<file path="src/hw/rtl/rth_pkg.sv">
// rth_pkg: shared constants and types for the rgb to hsl converter
// holds pixel, result and divider-cell payload types; no dependencies

package rth_pkg;

  localparam int FRAC_BITS = 16;
  localparam int CHAIN_LEN = (FRAC_BITS > 16) ? FRAC_BITS : 16;
  localparam int HUE_SH    = CHAIN_LEN - FRAC_BITS;

  localparam int CH_W    = 8;
  localparam int HUE_W   = 16;
  localparam int SAT_W   = 16;
  localparam int LIT_W   = 9;
  localparam int SREM_W  = 8;
  localparam int HDIV_W  = 11;
  localparam int XPROD_W = 24;
  localparam int XEXT_W  = CHAIN_LEN + XPROD_W;

  typedef struct packed {
    logic [CH_W-1:0] red;
    logic [CH_W-1:0] green;
    logic [CH_W-1:0] blue;
  } rth_pix_t;

  typedef struct packed {
    logic [HUE_W-1:0] hue;
    logic [SAT_W-1:0] saturation;
    logic [LIT_W-1:0] lightness;
  } rth_hsl_t;

  typedef struct packed {
    logic                 grey;
    logic [LIT_W-1:0]     lightness;
    logic [SREM_W-1:0]    s_rem;
    logic [SREM_W-1:0]    s_div;
    logic [CHAIN_LEN-1:0] s_bits;
    logic [CHAIN_LEN-1:0] s_quo;
    logic [HDIV_W-1:0]    h_rem;
    logic [HDIV_W-1:0]    h_div;
    logic [CHAIN_LEN-1:0] h_quo;
  } rth_cell_t;

endpackage

</file>
<file path="src/hw/rtl/rth_pix_if.sv">
// rth_pix_if: valid/ready channel carrying one rgb pixel per beat
// depends on rth_pkg

interface rth_pix_if import rth_pkg::*; ();
  logic     valid;
  logic     ready;
  rth_pix_t data;

  modport source (output valid, output data, input ready);
  modport sink   (input valid, input data, output ready);
endinterface

</file>
<file path="src/hw/rtl/rth_hsl_if.sv">
// rth_hsl_if: valid/ready channel carrying one hue/saturation/lightness beat
// depends on rth_pkg

interface rth_hsl_if import rth_pkg::*; ();
  logic     valid;
  logic     ready;
  rth_hsl_t data;

  modport source (output valid, output data, input ready);
  modport sink   (input valid, input data, output ready);
endinterface

</file>
<file path="src/hw/rtl/rgb_to_hsl_convert.sv">
// rgb_to_hsl_convert: top level, rgb pixel in, hue/saturation/lightness out
// depends on rth_pkg, rth_pix_if, rth_hsl_if, rth_prep, rth_div_cell, rth_pack
//
//   channel   dir  beat
//   in_ch     in   red, green, blue (8 bits each)
//   out_ch    out  hue (16), saturation (16), lightness (9)
//
// one beat per cycle in and out while the output is not stalled; the pipeline is
// the prep register and a row of divider cells, one quotient bit per cell
// synchronous active-low reset empties the pipeline
// a stalled output beat freezes the whole row; in_ch.ready follows that stall

module rgb_to_hsl_convert import rth_pkg::*; (
  input logic       clk,
  input logic       rst_n,
  rth_pix_if.sink   in_ch,
  rth_hsl_if.source out_ch
);

  logic      adv;
  logic      v      [CHAIN_LEN+1];
  rth_cell_t stage  [CHAIN_LEN+1];

  assign adv         = !v[CHAIN_LEN] || out_ch.ready;
  assign in_ch.ready = adv;

  rth_prep u_prep (
    .clk    (clk),
    .rst_n  (rst_n),
    .adv    (adv),
    .in_v   (in_ch.valid),
    .pix    (in_ch.data),
    .v_r    (v[0]),
    .cell_r (stage[0])
  );

  for (genvar i = 0; i < CHAIN_LEN; i++) begin : g_cell
    rth_div_cell u_cell (
      .clk     (clk),
      .rst_n   (rst_n),
      .adv     (adv),
      .v_in    (v[i]),
      .cell_in (stage[i]),
      .v_r     (v[i+1]),
      .cell_r  (stage[i+1])
    );
  end

  rth_pack u_pack (
    .cell_in (stage[CHAIN_LEN]),
    .res     (out_ch.data)
  );

  assign out_ch.valid = v[CHAIN_LEN];

endmodule

</file>
<file path="src/hw/rtl/rth_prep.sv">
// rth_prep: front stage, finds max/min, lightness, sector position and divisors
// depends on rth_pkg; feeds the first divider cell

module rth_prep import rth_pkg::*; (
  input  logic      clk,
  input  logic      rst_n,
  input  logic      adv,
  input  logic      in_v,
  input  rth_pix_t  pix,
  output logic      v_r,
  output rth_cell_t cell_r
);

  logic [CH_W-1:0]    mx, mn, d;
  logic [LIT_W-1:0]   sum, den_w;
  logic [HDIV_W-1:0]  d6, n;
  logic [XPROD_W-1:0] xprod;
  logic [XEXT_W-1:0]  xext;
  rth_cell_t          cell_nxt;

  always_comb begin
    mx = (pix.red > pix.green) ? pix.red : pix.green;
    if (pix.blue > mx) mx = pix.blue;
    mn = (pix.red < pix.green) ? pix.red : pix.green;
    if (pix.blue < mn) mn = pix.blue;
    d     = mx - mn;
    sum   = LIT_W'(mx) + LIT_W'(mn);
    den_w = (sum <= LIT_W'(255)) ? sum : (LIT_W'(510) - sum);
    d6    = (HDIV_W'(d) << 2) + (HDIV_W'(d) << 1);
    if (mx == pix.red) begin
      if (pix.green >= pix.blue) n = HDIV_W'(pix.green) - HDIV_W'(pix.blue);
      else n = d6 - (HDIV_W'(pix.blue) - HDIV_W'(pix.green));
    end else if (mx == pix.green) begin
      n = (HDIV_W'(d) << 1) + HDIV_W'(pix.blue) - HDIV_W'(pix.red);
    end else begin
      n = (HDIV_W'(d) << 2) + HDIV_W'(pix.red) - HDIV_W'(pix.green);
    end
    // d * 65535 as a shift and subtract
    xprod = (XPROD_W'(d) << 16) - XPROD_W'(d);
    xext  = XEXT_W'(xprod);

    cell_nxt.grey      = (d == '0);
    cell_nxt.lightness = sum;
    cell_nxt.s_rem     = xext[CHAIN_LEN +: SREM_W];
    cell_nxt.s_div     = den_w[SREM_W-1:0];
    cell_nxt.s_bits    = xext[CHAIN_LEN-1:0];
    cell_nxt.s_quo     = '0;
    cell_nxt.h_rem     = n;
    cell_nxt.h_div     = d6;
    cell_nxt.h_quo     = '0;
  end

  always_ff @(posedge clk) begin
    if (!rst_n) begin
      v_r <= 1'b0;
    end else if (adv) begin
      v_r <= in_v;
    end
  end

  always_ff @(posedge clk) begin
    if (adv) begin
      cell_r <= cell_nxt;
    end
  end

endmodule

</file>
<file path="src/hw/rtl/rth_div_cell.sv">
// rth_div_cell: one restoring-division step for saturation and for hue
// depends on rth_pkg; chained, one quotient bit of each per cell

module rth_div_cell import rth_pkg::*; (
  input  logic      clk,
  input  logic      rst_n,
  input  logic      adv,
  input  logic      v_in,
  input  rth_cell_t cell_in,
  output logic      v_r,
  output rth_cell_t cell_r
);

  logic [SREM_W:0] s_try;
  logic [HDIV_W:0] h_try;
  logic            s_ge, h_ge;
  rth_cell_t       cell_nxt;

  always_comb begin
    s_try = {cell_in.s_rem, cell_in.s_bits[CHAIN_LEN-1]};
    h_try = {cell_in.h_rem, 1'b0};
    s_ge  = (s_try >= {1'b0, cell_in.s_div});
    h_ge  = (h_try >= {1'b0, cell_in.h_div});

    cell_nxt        = cell_in;
    cell_nxt.s_bits = cell_in.s_bits << 1;
    cell_nxt.s_rem  = s_ge ? SREM_W'(s_try - {1'b0, cell_in.s_div}) : s_try[SREM_W-1:0];
    cell_nxt.s_quo  = {cell_in.s_quo[CHAIN_LEN-2:0], s_ge};
    cell_nxt.h_rem  = h_ge ? HDIV_W'(h_try - {1'b0, cell_in.h_div}) : h_try[HDIV_W-1:0];
    cell_nxt.h_quo  = {cell_in.h_quo[CHAIN_LEN-2:0], h_ge};
  end

  always_ff @(posedge clk) begin
    if (!rst_n) begin
      v_r <= 1'b0;
    end else if (adv) begin
      v_r <= v_in;
    end
  end

  always_ff @(posedge clk) begin
    if (adv) begin
      cell_r <= cell_nxt;
    end
  end

endmodule

</file>
<file path="src/hw/rtl/rth_pack.sv">
// rth_pack: turns the last cell's quotients into the result beat
// depends on rth_pkg; scales and clamps hue, zeroes hue and saturation of grey pixels

module rth_pack import rth_pkg::*; (
  input  rth_cell_t cell_in,
  output rth_hsl_t  res
);

  logic [CHAIN_LEN-1:0] hv;

  always_comb begin
    hv = cell_in.h_quo >> HUE_SH;
    res.lightness = cell_in.lightness;
    if (cell_in.grey) begin
      res.hue        = '0;
      res.saturation = '0;
    end else begin
      res.hue        = (hv > CHAIN_LEN'(16'hFFFF)) ? 16'hFFFF : hv[HUE_W-1:0];
      res.saturation = cell_in.s_quo[SAT_W-1:0];
    end
  end

endmodule
</file>
<file path="src/flat_wrapper.sv">
// flat-port wrapper written by rule: the top's interface ports become plain ports
module rgb_to_hsl_convert_flat import rth_pkg::*;
  (clk, rst_n, in_ch_valid, in_ch_data, in_ch_ready, out_ch_valid, out_ch_data, out_ch_ready);
  rth_pix_if in_ch_i ();
  rth_hsl_if out_ch_i ();
  input logic clk;
  input logic rst_n;
  input wire logic [$bits(in_ch_i.valid)-1:0] in_ch_valid;
  input wire logic [$bits(in_ch_i.data)-1:0] in_ch_data;
  output wire logic [$bits(in_ch_i.ready)-1:0] in_ch_ready;
  output wire logic [$bits(out_ch_i.valid)-1:0] out_ch_valid;
  output wire logic [$bits(out_ch_i.data)-1:0] out_ch_data;
  input wire logic [$bits(out_ch_i.ready)-1:0] out_ch_ready;
  assign in_ch_i.valid = in_ch_valid;
  assign in_ch_i.data = in_ch_data;
  assign in_ch_ready = in_ch_i.ready;
  assign out_ch_valid = out_ch_i.valid;
  assign out_ch_data = out_ch_i.data;
  assign out_ch_i.ready = out_ch_ready;
  rgb_to_hsl_convert u_core (.clk(clk), .rst_n(rst_n), .in_ch(in_ch_i), .out_ch(out_ch_i));
endmodule
</file>
<file path="config.mk">
export PLATFORM = sky130hd
export DESIGN_NAME = rgb_to_hsl_convert_flat
export DESIGN_NICKNAME = d
export VERILOG_FILES = /design/src/hw/rtl/rth_pkg.sv /design/src/hw/rtl/rth_pix_if.sv /design/src/hw/rtl/rth_hsl_if.sv /design/src/hw/rtl/rgb_to_hsl_convert.sv /design/src/hw/rtl/rth_prep.sv /design/src/hw/rtl/rth_div_cell.sv /design/src/hw/rtl/rth_pack.sv /design/src/flat_wrapper.sv
export SDC_FILE = /design/constraint.sdc
export NUM_CORES = 2
export LEC_CHECK = 0
export ABC_AREA = 0
export BUFFER_PORTS_ARGS = -buffer_cell sky130_fd_sc_hd__clkbuf_2
export CAP_MARGIN = 25
export CORE_MARGIN = 8
export CORE_UTILIZATION = 41
export DETAILED_ROUTE_END_ITERATION = 8
export PLACE_DENSITY = 0.62
export SLEW_MARGIN = 10
export SYNTH_ARGS = -nofsm -noshare
export SYNTH_HDL_FRONTEND = slang
export SYNTH_HIERARCHICAL = 1
export SYNTH_SLANG_ARGS = --single-unit
</file>
<file path="constraint.sdc">
create_clock -name clk -period 100.1 [get_ports clk]
set_input_delay 30.03 -clock clk [delete_from_list [all_inputs] [get_ports clk]]
set_output_delay 30.03 -clock clk [all_outputs]
set_load 0.02 [all_outputs]
</file>
==> results.sh <==
export IMPL_path_max_fanout=3
export IMPL_status="completed"
export IMPL_critPathLaunch="out_ch_ready"
export IMPL_syn2layout_area_growth_pct=11.3
export IMPL_place_congestion=0.895
export IMPL_ant_nets=0
export IMPL_crit_family="buffers and inverters"
export IMPL_path_depth=3
export IMPL_crit_buf_inv=2
export IMPL_grt_use_total_pct=12.7
export IMPL_hold_path_depth=0
export IMPL_clock_skew_ns=0.0288
export IMPL_syn_area_per_cell_sq_um=13.6
export IMPL_die_h_um=399
export IMPL_grt_pass1_wl_mm=167
export IMPL_crit_required_ns=70.07
export IMPL_slowest_delay_ns=0.26
export IMPL_relSlewSlack_pct=33.8
export IMPL_port_buffers=70
export IMPL_syn_area_sq_um=60100
export IMPL_syn_nets=4893
export IMPL_cpMostUsedCell="clkbuf_2"
export IMPL_path_clk_slew_ns=0.06
export IMPL_cts_sinks=1197
export IMPL_num_io_pins=71
export IMPL_fmax_mhz=16.5
export IMPL_hpwl_mm=72.6
export IMPL_via_per_inst=5.04
export IMPL_fp_row_count=140
export IMPL_worst_hold_path_type="reg -> reg"
export IMPL_wl_per_cell_um=15.5
export IMPL_antenna_found_initial=1
export IMPL_critPathLaunchType="input pin"
export IMPL_dr_pass1_iters=8
export IMPL_tns_ns=0
export IMPL_slew_viol_final=0
export IMPL_hold_buffers=0
export IMPL_timing_rr_end="u_core/g_cell[10].u_cell/cell_r[86]$_DFFE_PP_"
export IMPL_cts_tree="done"
export IMPL_grt_pass1_vias=33469
export IMPL_core_area_sq_um=146000
export IMPL_gr_total_overflow=0
export IMPL_hold_viol=0
export IMPL_nets=5023
export IMPL_worstMarginPinSlew_ns=0.994
export IMPL_cpMaxStageDelayCell="nand2b_4"
export IMPL_drive_gt1_share_pct=13.0
export IMPL_ff2ff_setup_slack_ns=94.42
export IMPL_drt_wl_total_mm=102
export IMPL_cts_buffer_depth=3
export IMPL_drt_iter0_markers=2029
export IMPL_cts_buffers=133
export IMPL_period_share_pct=60.6
export IMPL_ctsRootBufferMaster="clkbuf_16"
export IMPL_initial_core_util_pct=41.3
export IMPL_grt_max_degree=178
export IMPL_rr_worst_depth=7
export IMPL_cts_max_level=4
export IMPL_arrival_ns=30.62
export IMPL_ys_warn_count=6
export IMPL_setup_worst_path_end_class="output port"
export IMPL_worstHoldStart="u_core/g_cell[8].u_cell/cell_r[40]$_DFFE_PP_"
export IMPL_synthCells=4412
export IMPL_clk_latency_ns=0.76
export IMPL_die_w_um=399
export IMPL_crit_type="in -> out"
export IMPL_dieArea_sq_um=159000
export IMPL_rsz0062_at_grt="no"
export IMPL_period_minus_slack_ns=60.65
export IMPL_n_antenna_cell=0
export IMPL_setup_viol=0
export IMPL_holdPathEnd="u_core/g_cell[9].u_cell/cell_r[41]$_DFFE_PP_"
export IMPL_postCtsSetupBuffers=0
export IMPL_drcViolationCount=0
export IMPL_cts_resized=0
export IMPL_crit_reg2reg_launch="u_core/g_cell[15].u_cell/v_r$_SDFFE_PN0P_"
export IMPL_crit_chain="clkbuf_2 -> nand2b_4 -> clkbuf_2"
export IMPL_dr_total_vias=33120
export IMPL_maxCapViolCount=0
==> how the worst max path moves through the flow <==
stage	endpoint
floorplan	in_ch_ready
global placement	in_ch_ready
detailed placement	in_ch_ready
global route	in_ch_ready
CTS	in_ch_ready
finish	in_ch_ready
==> final cells by class <==
class,count,area [sq um]
repair buffers,91,566
clock inverters,79,937
fillers,12697,78700
flip-flops and latches,1197,35800
multi-input cells,2629,21800
inverters,490,1840
clock buffers,162,3520
well taps,1917,2400
==> placed cells by master (no fill, tap or decap), types with 79 or more instances in the layout <==
cell / instances
edfxtp_1: 1180
inv_1: 478
ha_1: 400
a21oi_1: 237
nor2_1: 229
nand2_1: 180
xnor2_1: 175
o21ai_0: 161
clkbuf_16: 135
nor2b_1: 99
mux2_4: 97
a21o_1: 79
==> flip-flops by register name, indices dropped and copies added, names as in the netlist <==
| signal | count |
|---|---|
| u_core/g_cell.u_cell/cell_r | 1122 |
| u_core/u_prep/cell_r | 58 |
| u_core/g_cell.u_cell/v_r | 16 |
| u_core/u_prep/v_r | 1 |
==> through the flow <==
step	worst slack (ns)	cells	util, %	area (sq um)	hold WS (ns)
floorplan	11.29	4412	-	60100	0.400
global placement	39.41	6322	42.8	62400	0.401
detailed placement	39.42	6322	42.8	62400	0.405
CTS	39.42	6563	45.9	66800	0.397
global route	39.42	6565	45.9	66900	0.400
finish	39.45	6565	45.9	66900	0.404
==> per-layer routing <==
metal	GRT usage [%]	part of all wire, %
met3	2.46	3.4
met1	15.4	44
met2	22.3	49
met5	0	0
met4	5.15	3.5
Power is left out: the tool's default activity adds up to more than one toggle a clock period on the data nets, which glitch-free logic cannot reach.
